### config.mk
export PLATFORM = sky130hd
export DESIGN_NAME = halton_radical_inverse_core
export DESIGN_NICKNAME = d
export VERILOG_FILES = /design/src/hw/rtl/hrinv_pkg.sv /design/src/hw/rtl/hrinv_ctrl.sv /design/src/hw/rtl/hrinv_dpath.sv /design/src/hw/rtl/halton_radical_inverse_core.sv
export SDC_FILE = /design/constraint.sdc
export NUM_CORES = 2
export LEC_CHECK = 0
export ABC_CLOCK_PERIOD_IN_PS = 11200
export BUFFER_PORTS_ARGS = -buffer_cell sky130_fd_sc_hd__clkbuf_2
export CORE_ASPECT_RATIO = 1.5
export CORE_UTILIZATION = 35
export DETAILED_ROUTE_END_ITERATION = 6
export GPL_ROUTABILITY_DRIVEN = 0
export GPL_TIMING_DRIVEN = 1
export SKIP_CTS_REPAIR_TIMING = 1
export SYNTH_ARGS = -nofsm -noshare
export SYNTH_HDL_FRONTEND = slang
export SYNTH_SLANG_ARGS = --single-unit
### constraint.sdc
create_clock -name clk_i -period 11.2 [get_ports clk_i]
set_clock_uncertainty 0.2 [all_clocks]
set_input_delay 1.12 -clock clk_i [delete_from_list [all_inputs] [get_ports clk_i]]
set_output_delay 1.12 -clock clk_i [all_outputs]
set_load 0.01 [all_outputs]
### src/hw/rtl/hrinv_pkg.sv
package hrinv_pkg;

  // Field widths fixed by the stream and register formats
  localparam int unsigned DATA_W    = 32;
  localparam int unsigned BASE_W    = 8;
  localparam int unsigned APB_DW    = 32;
  localparam int unsigned ADDR_W    = 3;

  // Index bits consumed per cycle by the digit divider
  localparam int unsigned DIV_CHUNK = 4;

  localparam int unsigned DEF_INDEX_BITS    = 32;
  localparam int unsigned DEF_FRACTION_BITS = 32;

  localparam logic [BASE_W-1:0] BASE_RESET = 8'd2;
  localparam logic [BASE_W-1:0] BASE_MIN   = 8'd2;

  // Register index, taken from paddr above the byte offset
  localparam logic [ADDR_W-3:0] REG_IDX_RADIX = '0;

  typedef enum logic [2:0] {
    S_IDLE,
    S_CHECK,
    S_DIV,
    S_DIGIT,
    S_FRAC,
    S_OUT
  } state_e;

  typedef struct packed {
    logic start;
    logic div_init;
    logic div_step;
    logic digit_upd;
    logic frac_init;
    logic frac_step;
    logic out_load;
  } cmd_t;

  typedef struct packed {
    logic idx_zero;
  } stat_t;

endpackage

### src/hw/rtl/hrinv_ctrl.sv
module hrinv_ctrl import hrinv_pkg::*; #(
  parameter int unsigned INDEX_BITS    = DEF_INDEX_BITS,
  parameter int unsigned FRACTION_BITS = DEF_FRACTION_BITS
) (
  input  logic  clk_i,
  input  logic  rst_ni,
  input  logic  in_valid_i,
  output logic  in_ready_o,
  output logic  out_valid_o,
  input  logic  out_ready_i,
  input  stat_t stat_i,
  output cmd_t  cmd_o
);

  localparam int unsigned NCHUNK  = (INDEX_BITS + DIV_CHUNK - 1) / DIV_CHUNK;
  localparam int unsigned CNT_MAX = (NCHUNK > FRACTION_BITS) ? NCHUNK : FRACTION_BITS;
  localparam int unsigned CNT_W   = $clog2(CNT_MAX + 1);
  localparam logic [CNT_W-1:0] DIV_LAST  = CNT_W'(NCHUNK - 1);
  localparam logic [CNT_W-1:0] FRAC_LAST = CNT_W'(FRACTION_BITS - 1);

  state_e           state_q, state_d;
  logic [CNT_W-1:0] cnt_q, cnt_d;
  logic             out_valid_q, out_valid_d;
  logic             out_free;

  assign out_free = !out_valid_q || out_ready_i;

  // Next state
  always_comb begin
    state_d = state_q;
    unique case (state_q)
      S_IDLE:  if (in_valid_i) state_d = S_CHECK;
      S_CHECK: state_d = stat_i.idx_zero ? S_FRAC : S_DIV;
      S_DIV:   if (cnt_q == DIV_LAST) state_d = S_DIGIT;
      S_DIGIT: state_d = S_CHECK;
      S_FRAC:  if (cnt_q == FRAC_LAST) state_d = S_OUT;
      S_OUT:   if (out_free) state_d = S_IDLE;
      default: state_d = S_IDLE;
    endcase
  end

  // Commands
  always_comb begin
    cmd_o      = '0;
    in_ready_o = 1'b0;
    unique case (state_q)
      S_IDLE: begin
        in_ready_o   = 1'b1;
        cmd_o.start  = in_valid_i;
      end
      S_CHECK: begin
        cmd_o.frac_init = stat_i.idx_zero;
        cmd_o.div_init  = !stat_i.idx_zero;
      end
      S_DIV:   cmd_o.div_step  = 1'b1;
      S_DIGIT: cmd_o.digit_upd = 1'b1;
      S_FRAC:  cmd_o.frac_step = 1'b1;
      S_OUT:   cmd_o.out_load  = out_free;
      default: cmd_o = '0;
    endcase
  end

  // Step counter, shared by the divider chunks and the fraction bits
  always_comb begin
    if (state_q == S_DIV || state_q == S_FRAC) begin
      cnt_d = cnt_q + CNT_W'(1);
    end else begin
      cnt_d = '0;
    end
  end

  always_comb begin
    if (cmd_o.out_load) begin
      out_valid_d = 1'b1;
    end else if (out_ready_i) begin
      out_valid_d = 1'b0;
    end else begin
      out_valid_d = out_valid_q;
    end
  end

  assign out_valid_o = out_valid_q;

  always_ff @(posedge clk_i or negedge rst_ni) begin
    if (!rst_ni) begin
      state_q     <= S_IDLE;
      cnt_q       <= '0;
      out_valid_q <= 1'b0;
    end else begin
      state_q     <= state_d;
      cnt_q       <= cnt_d;
      out_valid_q <= out_valid_d;
    end
  end

endmodule

### src/hw/rtl/hrinv_dpath.sv
module hrinv_dpath import hrinv_pkg::*; #(
  parameter int unsigned INDEX_BITS    = DEF_INDEX_BITS,
  parameter int unsigned FRACTION_BITS = DEF_FRACTION_BITS
) (
  input  logic              clk_i,
  input  logic [BASE_W-1:0] base_i,
  input  logic [DATA_W-1:0] idx_i,
  input  cmd_t              cmd_i,
  output stat_t             stat_o,
  output logic [DATA_W-1:0] frac_o
);

  localparam int unsigned NCHUNK = (INDEX_BITS + DIV_CHUNK - 1) / DIV_CHUNK;
  localparam int unsigned DIV_W  = NCHUNK * DIV_CHUNK;
  // base^K is at most index * base, so it fits in INDEX_BITS + BASE_W bits
  localparam int unsigned DEN_W  = INDEX_BITS + BASE_W;

  logic [INDEX_BITS-1:0]    idx_q;
  logic [DIV_W-1:0]         div_sh_q;
  logic [BASE_W-1:0]        dig_q;
  logic [DEN_W-1:0]         rev_q, den_q, rem_q;
  logic [FRACTION_BITS-1:0] q_q;
  logic [DATA_W-1:0]        frac_q;

  logic [DIV_W-1:0]         div_sh_nxt;
  logic [BASE_W-1:0]        dig_nxt;
  logic [DEN_W+BASE_W-1:0]  rev_prod, den_prod;
  logic [DEN_W-1:0]         rev_nxt;
  logic [DEN_W:0]           rem_sh, rem_diff;
  logic [DEN_W-1:0]         rem_nxt;
  logic                     q_bit;

  // Restoring division of the index by the base, DIV_CHUNK bits per cycle.
  // Quotient bits shift in at the bottom as dividend bits leave the top.
  always_comb begin
    logic [DIV_W-1:0]  sh;
    logic [BASE_W-1:0] r;
    logic [BASE_W:0]   t;
    logic [BASE_W:0]   d;
    sh = div_sh_q;
    r  = dig_q;
    for (int k = 0; k < DIV_CHUNK; k++) begin
      t = {r, sh[DIV_W-1]};
      d = t - {1'b0, base_i};
      if (t >= {1'b0, base_i}) begin
        r  = d[BASE_W-1:0];
        sh = {sh[DIV_W-2:0], 1'b1};
      end else begin
        r  = t[BASE_W-1:0];
        sh = {sh[DIV_W-2:0], 1'b0};
      end
    end
    div_sh_nxt = sh;
    dig_nxt    = r;
  end

  // Digit append: R = R*b + digit, D = D*b
  assign rev_prod = rev_q * base_i;
  assign den_prod = den_q * base_i;
  assign rev_nxt  = rev_prod[DEN_W-1:0] + DEN_W'(dig_q);

  // One quotient bit of R / D per cycle
  assign rem_sh   = {rem_q, 1'b0};
  assign rem_diff = rem_sh - {1'b0, den_q};
  assign q_bit    = (rem_sh >= {1'b0, den_q});
  assign rem_nxt  = q_bit ? rem_diff[DEN_W-1:0] : rem_sh[DEN_W-1:0];

  always_ff @(posedge clk_i) begin
    if (cmd_i.start) begin
      idx_q <= INDEX_BITS'(idx_i);
      rev_q <= '0;
      den_q <= DEN_W'(1);
    end
    if (cmd_i.div_init) begin
      div_sh_q <= DIV_W'(idx_q);
      dig_q    <= '0;
    end
    if (cmd_i.div_step) begin
      div_sh_q <= div_sh_nxt;
      dig_q    <= dig_nxt;
    end
    if (cmd_i.digit_upd) begin
      rev_q <= rev_nxt;
      den_q <= den_prod[DEN_W-1:0];
      idx_q <= INDEX_BITS'(div_sh_q);
    end
    if (cmd_i.frac_init) begin
      rem_q <= rev_q;
      q_q   <= '0;
    end
    if (cmd_i.frac_step) begin
      rem_q <= rem_nxt;
      q_q   <= {q_q[FRACTION_BITS-2:0], q_bit};
    end
    if (cmd_i.out_load) begin
      frac_q <= DATA_W'(q_q);
    end
  end

  assign stat_o.idx_zero = (idx_q == '0);
  assign frac_o          = frac_q;

endmodule

### src/hw/rtl/halton_radical_inverse_core.sv
// Halton radical inverse core.
// Input stream: one beat per index (s_axis_tdata = sample_index). Output
// stream: one beat per index (m_axis_tdata = fraction), the base-b digits of
// the index mirrored about the radix point as an unsigned 0.32 fraction,
// truncated. radix_base sits at APB byte address 0; 0 and 1 act as base 2.
// Write it only while the core is idle.
// Each base-b digit of the index is one pass of a 4-bit-per-cycle divider by
// the base, then the fraction comes out of a one-bit-per-cycle long division
// R / b^K and is loaded into the output register.
// One index is worked at a time; s_axis_tready is high while the core is idle,
// so a new index is taken only once the last result is in the output register.
// The result sits in an output register, so a stalled receiver holds the beat
// there while the next index is already accepted and computed; the core then
// waits until the register is free.
// Reset clears the controller and the output valid, and sets radix_base to 2.
module halton_radical_inverse_core import hrinv_pkg::*; #(
  parameter int unsigned INDEX_BITS    = DEF_INDEX_BITS,
  parameter int unsigned FRACTION_BITS = DEF_FRACTION_BITS
) (
  input  logic              clk_i,
  input  logic              rst_ni,

  // Index stream
  input  logic              s_axis_tvalid,
  output logic              s_axis_tready,
  input  logic [DATA_W-1:0] s_axis_tdata,   // [31:0] sample_index

  // Result stream
  output logic              m_axis_tvalid,
  input  logic              m_axis_tready,
  output logic [DATA_W-1:0] m_axis_tdata,   // [31:0] fraction

  // Register port
  input  logic              psel,
  input  logic              penable,
  input  logic              pwrite,
  input  logic [ADDR_W-1:0] paddr,
  input  logic [APB_DW-1:0] pwdata,
  output logic [APB_DW-1:0] prdata,
  output logic              pready
);

  logic [BASE_W-1:0] base_q;
  logic [BASE_W-1:0] eff_base;
  logic              reg_hit;
  logic              reg_wr;
  cmd_t              cmd;
  stat_t             stat;

  // Register decode: word index above the byte offset
  assign reg_hit = (paddr[ADDR_W-1:2] == REG_IDX_RADIX);
  assign reg_wr  = psel && penable && pwrite && pready;
  assign pready  = 1'b1;
  assign prdata  = reg_hit ? APB_DW'(base_q) : '0;

  always_ff @(posedge clk_i or negedge rst_ni) begin
    if (!rst_ni) begin
      base_q <= BASE_RESET;
    end else if (reg_wr && reg_hit) begin
      base_q <= pwdata[BASE_W-1:0];
    end
  end

  // Bases below two are meaningless; clamp to two
  assign eff_base = (base_q < BASE_MIN) ? BASE_MIN : base_q;

  hrinv_ctrl #(
    .INDEX_BITS    (INDEX_BITS),
    .FRACTION_BITS (FRACTION_BITS)
  ) u_ctrl (
    .clk_i       (clk_i),
    .rst_ni      (rst_ni),
    .in_valid_i  (s_axis_tvalid),
    .in_ready_o  (s_axis_tready),
    .out_valid_o (m_axis_tvalid),
    .out_ready_i (m_axis_tready),
    .stat_i      (stat),
    .cmd_o       (cmd)
  );

  hrinv_dpath #(
    .INDEX_BITS    (INDEX_BITS),
    .FRACTION_BITS (FRACTION_BITS)
  ) u_dpath (
    .clk_i  (clk_i),
    .base_i (eff_base),
    .idx_i  (s_axis_tdata),
    .cmd_i  (cmd),
    .stat_o (stat),
    .frac_o (m_axis_tdata)
  );

endmodule

==> flow_metrics.env <==
export IMPL_reg2reg_to="u_dpath.dig_q[1]"
export IMPL_worstHoldPathType="reg2reg"
export IMPL_dieArea_mm2=0.0944
export IMPL_clock_fmax_mhz=95.3
export IMPL_post_route_period_util_pct=93.6
export IMPL_fin_ws_ns=0.711
export IMPL_io_pins=141
export IMPL_grt_busiest_layer="met2"
export IMPL_min_to="u_dpath.frac_o[31]"
export IMPL_setup_violations=0
export IMPL_synthCells=3672
export IMPL_cts_tree="done"
export IMPL_ys_ff_latch=274
export IMPL_synth_seq_area_share_pct=25.0
export IMPL_cp_data_required_time_ns=11.34
export IMPL_fin_area_mm2=0.0351
export IMPL_initial_core_util_pct=35.5
export IMPL_n_fill_cell=9355
export IMPL_area_sequential_mm2=0.00815
export IMPL_worstSetupPathType="reg2reg"
export IMPL_synthFlopType="edfxtp_1"
export IMPL_synth_most_common_cell="nand2_1"
export IMPL_htreeDepth=2
export IMPL_yosysTopAreaCellShare_pct=25.8
export IMPL_cp_slowest_stage_delay_ns=0.54
export IMPL_drive_gt1_share_pct=6.04
export IMPL_global_route_usage_met2_pct=35.9
export IMPL_drtIter0Drc=1412
export IMPL_hold_path_depth=0
export IMPL_numCtsBuffers=34
export IMPL_tns_ns=0
export IMPL_portBuffers=89
export IMPL_place_ws_ns=0.837
export IMPL_rr_worst_depth=39
export IMPL_fin_crit_ns=10.49
export IMPL_row_count=136
export IMPL_syn_to_final_growth_pct=7.69
export IMPL_insertion_delay_ns=0.59
export IMPL_async_reset_ff_share_pct=6.57
export IMPL_globalRouteTotalUtil_pct=19.2
export IMPL_clock_sinks=274
export IMPL_rsz0062_at_grt="no"
export IMPL_routed_wirelength_um=88100
export IMPL_critPathLaunch="base_q[3]"
export IMPL_drt_vias_per_instance=5.13
export IMPL_synth_avg_cell_area_um2=8.87
export IMPL_status="completed"
export IMPL_via_count=24800
export IMPL_r2r_start="base_q[3]"
export IMPL_use_met1_pct=21.0
export IMPL_clk_pin_slew_ns=0.06
export IMPL_nets=4329
export IMPL_grt_use_met3_pct=1.69
export IMPL_drtPass1Iterations=7
export IMPL_ys_top_cells_by_area="fa_1 (26%), edfxtp_1 (24%), nand2_1 (8.7%)"
export IMPL_reg2reg_slack_ns=0.71
export IMPL_max_cap_viol_count=0
export IMPL_synth_area_mm2=0.0326
export IMPL_synth_edf_count=256
export IMPL_cp_start_kind="flop"
export IMPL_netlist_cell_type_count=85
export IMPL_core_area_mm2=0.0919
export IMPL_grt_max_degree=73
export IMPL_crit_arrival_ns=10.62
export IMPL_wire_per_inst_um=18.2
export IMPL_slew_viol_final=0
export IMPL_drcViolationCount=0
export IMPL_synthTopCellsByCount="nand2_1 (759), inv_1 (626), fa_1 (420)"
export IMPL_place_hpwl_um=66200
export IMPL_grt_pass1_vias=26400
export IMPL_slew_headroom_pct=25.4
export IMPL_overflow=0
export IMPL_multi_input_area_mm2=0.0213
export IMPL_cp_max_fo=13
export IMPL_placed_cell_area_mm2=0.0339
export IMPL_hp_start="u_dpath.q_q[31]"
export IMPL_cp_slowest_cell="or3b_1"
export IMPL_grt_pass1_wl_um=142000
export IMPL_cts_max_path_buffers=3
export IMPL_cts_root_buf="clkbuf_16"
export IMPL_synth_area_leader_cell="fa_1"
export IMPL_final_hold_violation_count=0
export IMPL_die_x_um=251
export IMPL_die_h_um=376
export IMPL_drtAntennaViolNets=0
export IMPL_utilization_pct=38.2
export IMPL_worstMarginPinSlew_ns=1.12
export IMPL_synth_warnings=0
export IMPL_end_kind="flop"
export IMPL_antenna_found_initial=4
## logic make-up (layout without fill, tap and decap cells)
group	after synthesis	count (layout)	share of synthesized area, %
XOR/XNOR	131	131	3.52
flip-flops	274	274	25.0
AO/OA/AOI/OAI	488	488	9.59
adder cells (fa/ha/maj)	621	621	33.5
other	2	26	0.0230
buffers and inverters	843	807	10.0
multiplexers	31	31	1.01
AND/OR/NAND/NOR	1282	1282	17.3
## how the worst max path moves through the flow
stage                                  end  slack (ns)  depth (start not counted)
final                     u_dpath.dig_q[1]        0.71                         39
after global routing      u_dpath.dig_q[1]        0.19                         39
after CTS                 u_dpath.dig_q[1]        0.76                         39
after detailed placement  u_dpath.dig_q[1]        0.84                         40
after global placement    u_dpath.dig_q[1]        0.87                         39
after floorplan           u_dpath.dig_q[1]        1.03                         42
## placed cells by master (no fill, tap or decap), types with 40 or more instances in the layout
cell	netlist	final
inv_1	626	626
and2_1	99	99
ha_1	201	201
o21ai_0	98	98
and3_1	54	54
nand2_1	759	757
a21oi_1	141	139
fa_1	420	420
xnor2_1	83	83
edfxtp_1	256	256
a21o_1	66	66
xor2_1	48	48
clkbuf_2	2	89
nor2_1	180	178
nor3_1	40	40
## flip-flops by register name, summed over array words and instances, names as in the netlist
name	count
u_ctrl.cnt_q	6
u_dpath.rem_q	40
u_dpath.idx_q	32
u_dpath.rev_q	40
u_ctrl.state_q	3
u_dpath.q_q	32
base_q	8
u_ctrl.out_valid_o	1
u_dpath.den_q	40
u_dpath.div_sh_q	32
u_dpath.dig_q	8
u_dpath.frac_o	32
## layer usage
layer | vias to the layer above | part of all wire (%) | wire [um]
met5 | - | 0.031 | 27
met4 | 4 | 6.1 | 5360
met1 | 12500 | 38 | 33100
li1 | 11500 | - | -
met2 | 588 | 53 | 46400
met3 | 217 | 3.6 | 3150
## per-stage QoR
step	hold slack, ns	instances
final	0.231	4833
after global routing	0.228	4832
after CTS	0.225	4832
after detailed placement	0.210	4771
after global placement	0.208	4771
after floorplan	0.200	3695
## worst max-delay path, delay by kind of cell (launching register included)
family / cells / cell delay [ns]
flip-flops: 1 / 0.41
multiplexers: 4 / 1.32
AND/OR/NAND/NOR: 11 / 2.19
buffers and inverters: 4 / 0.73
adder cells (fa/ha/maj): 4 / 1.18
AO/OA/AOI/OAI: 16 / 4.20
## area by class of cell
cell class	count	area share, %
well taps	1173	4.18
diodes	1	0.00713
repair buffers	118	1.89
flip-flops and latches	274	23.2
inverters	628	6.72
multi-input cells	2578	60.7
clock buffers	37	2.46
clock inverters	24	0.816
Power is left out: the tool's default activity adds up to more than one toggle a clock period on the data nets, which glitch-free logic cannot reach.
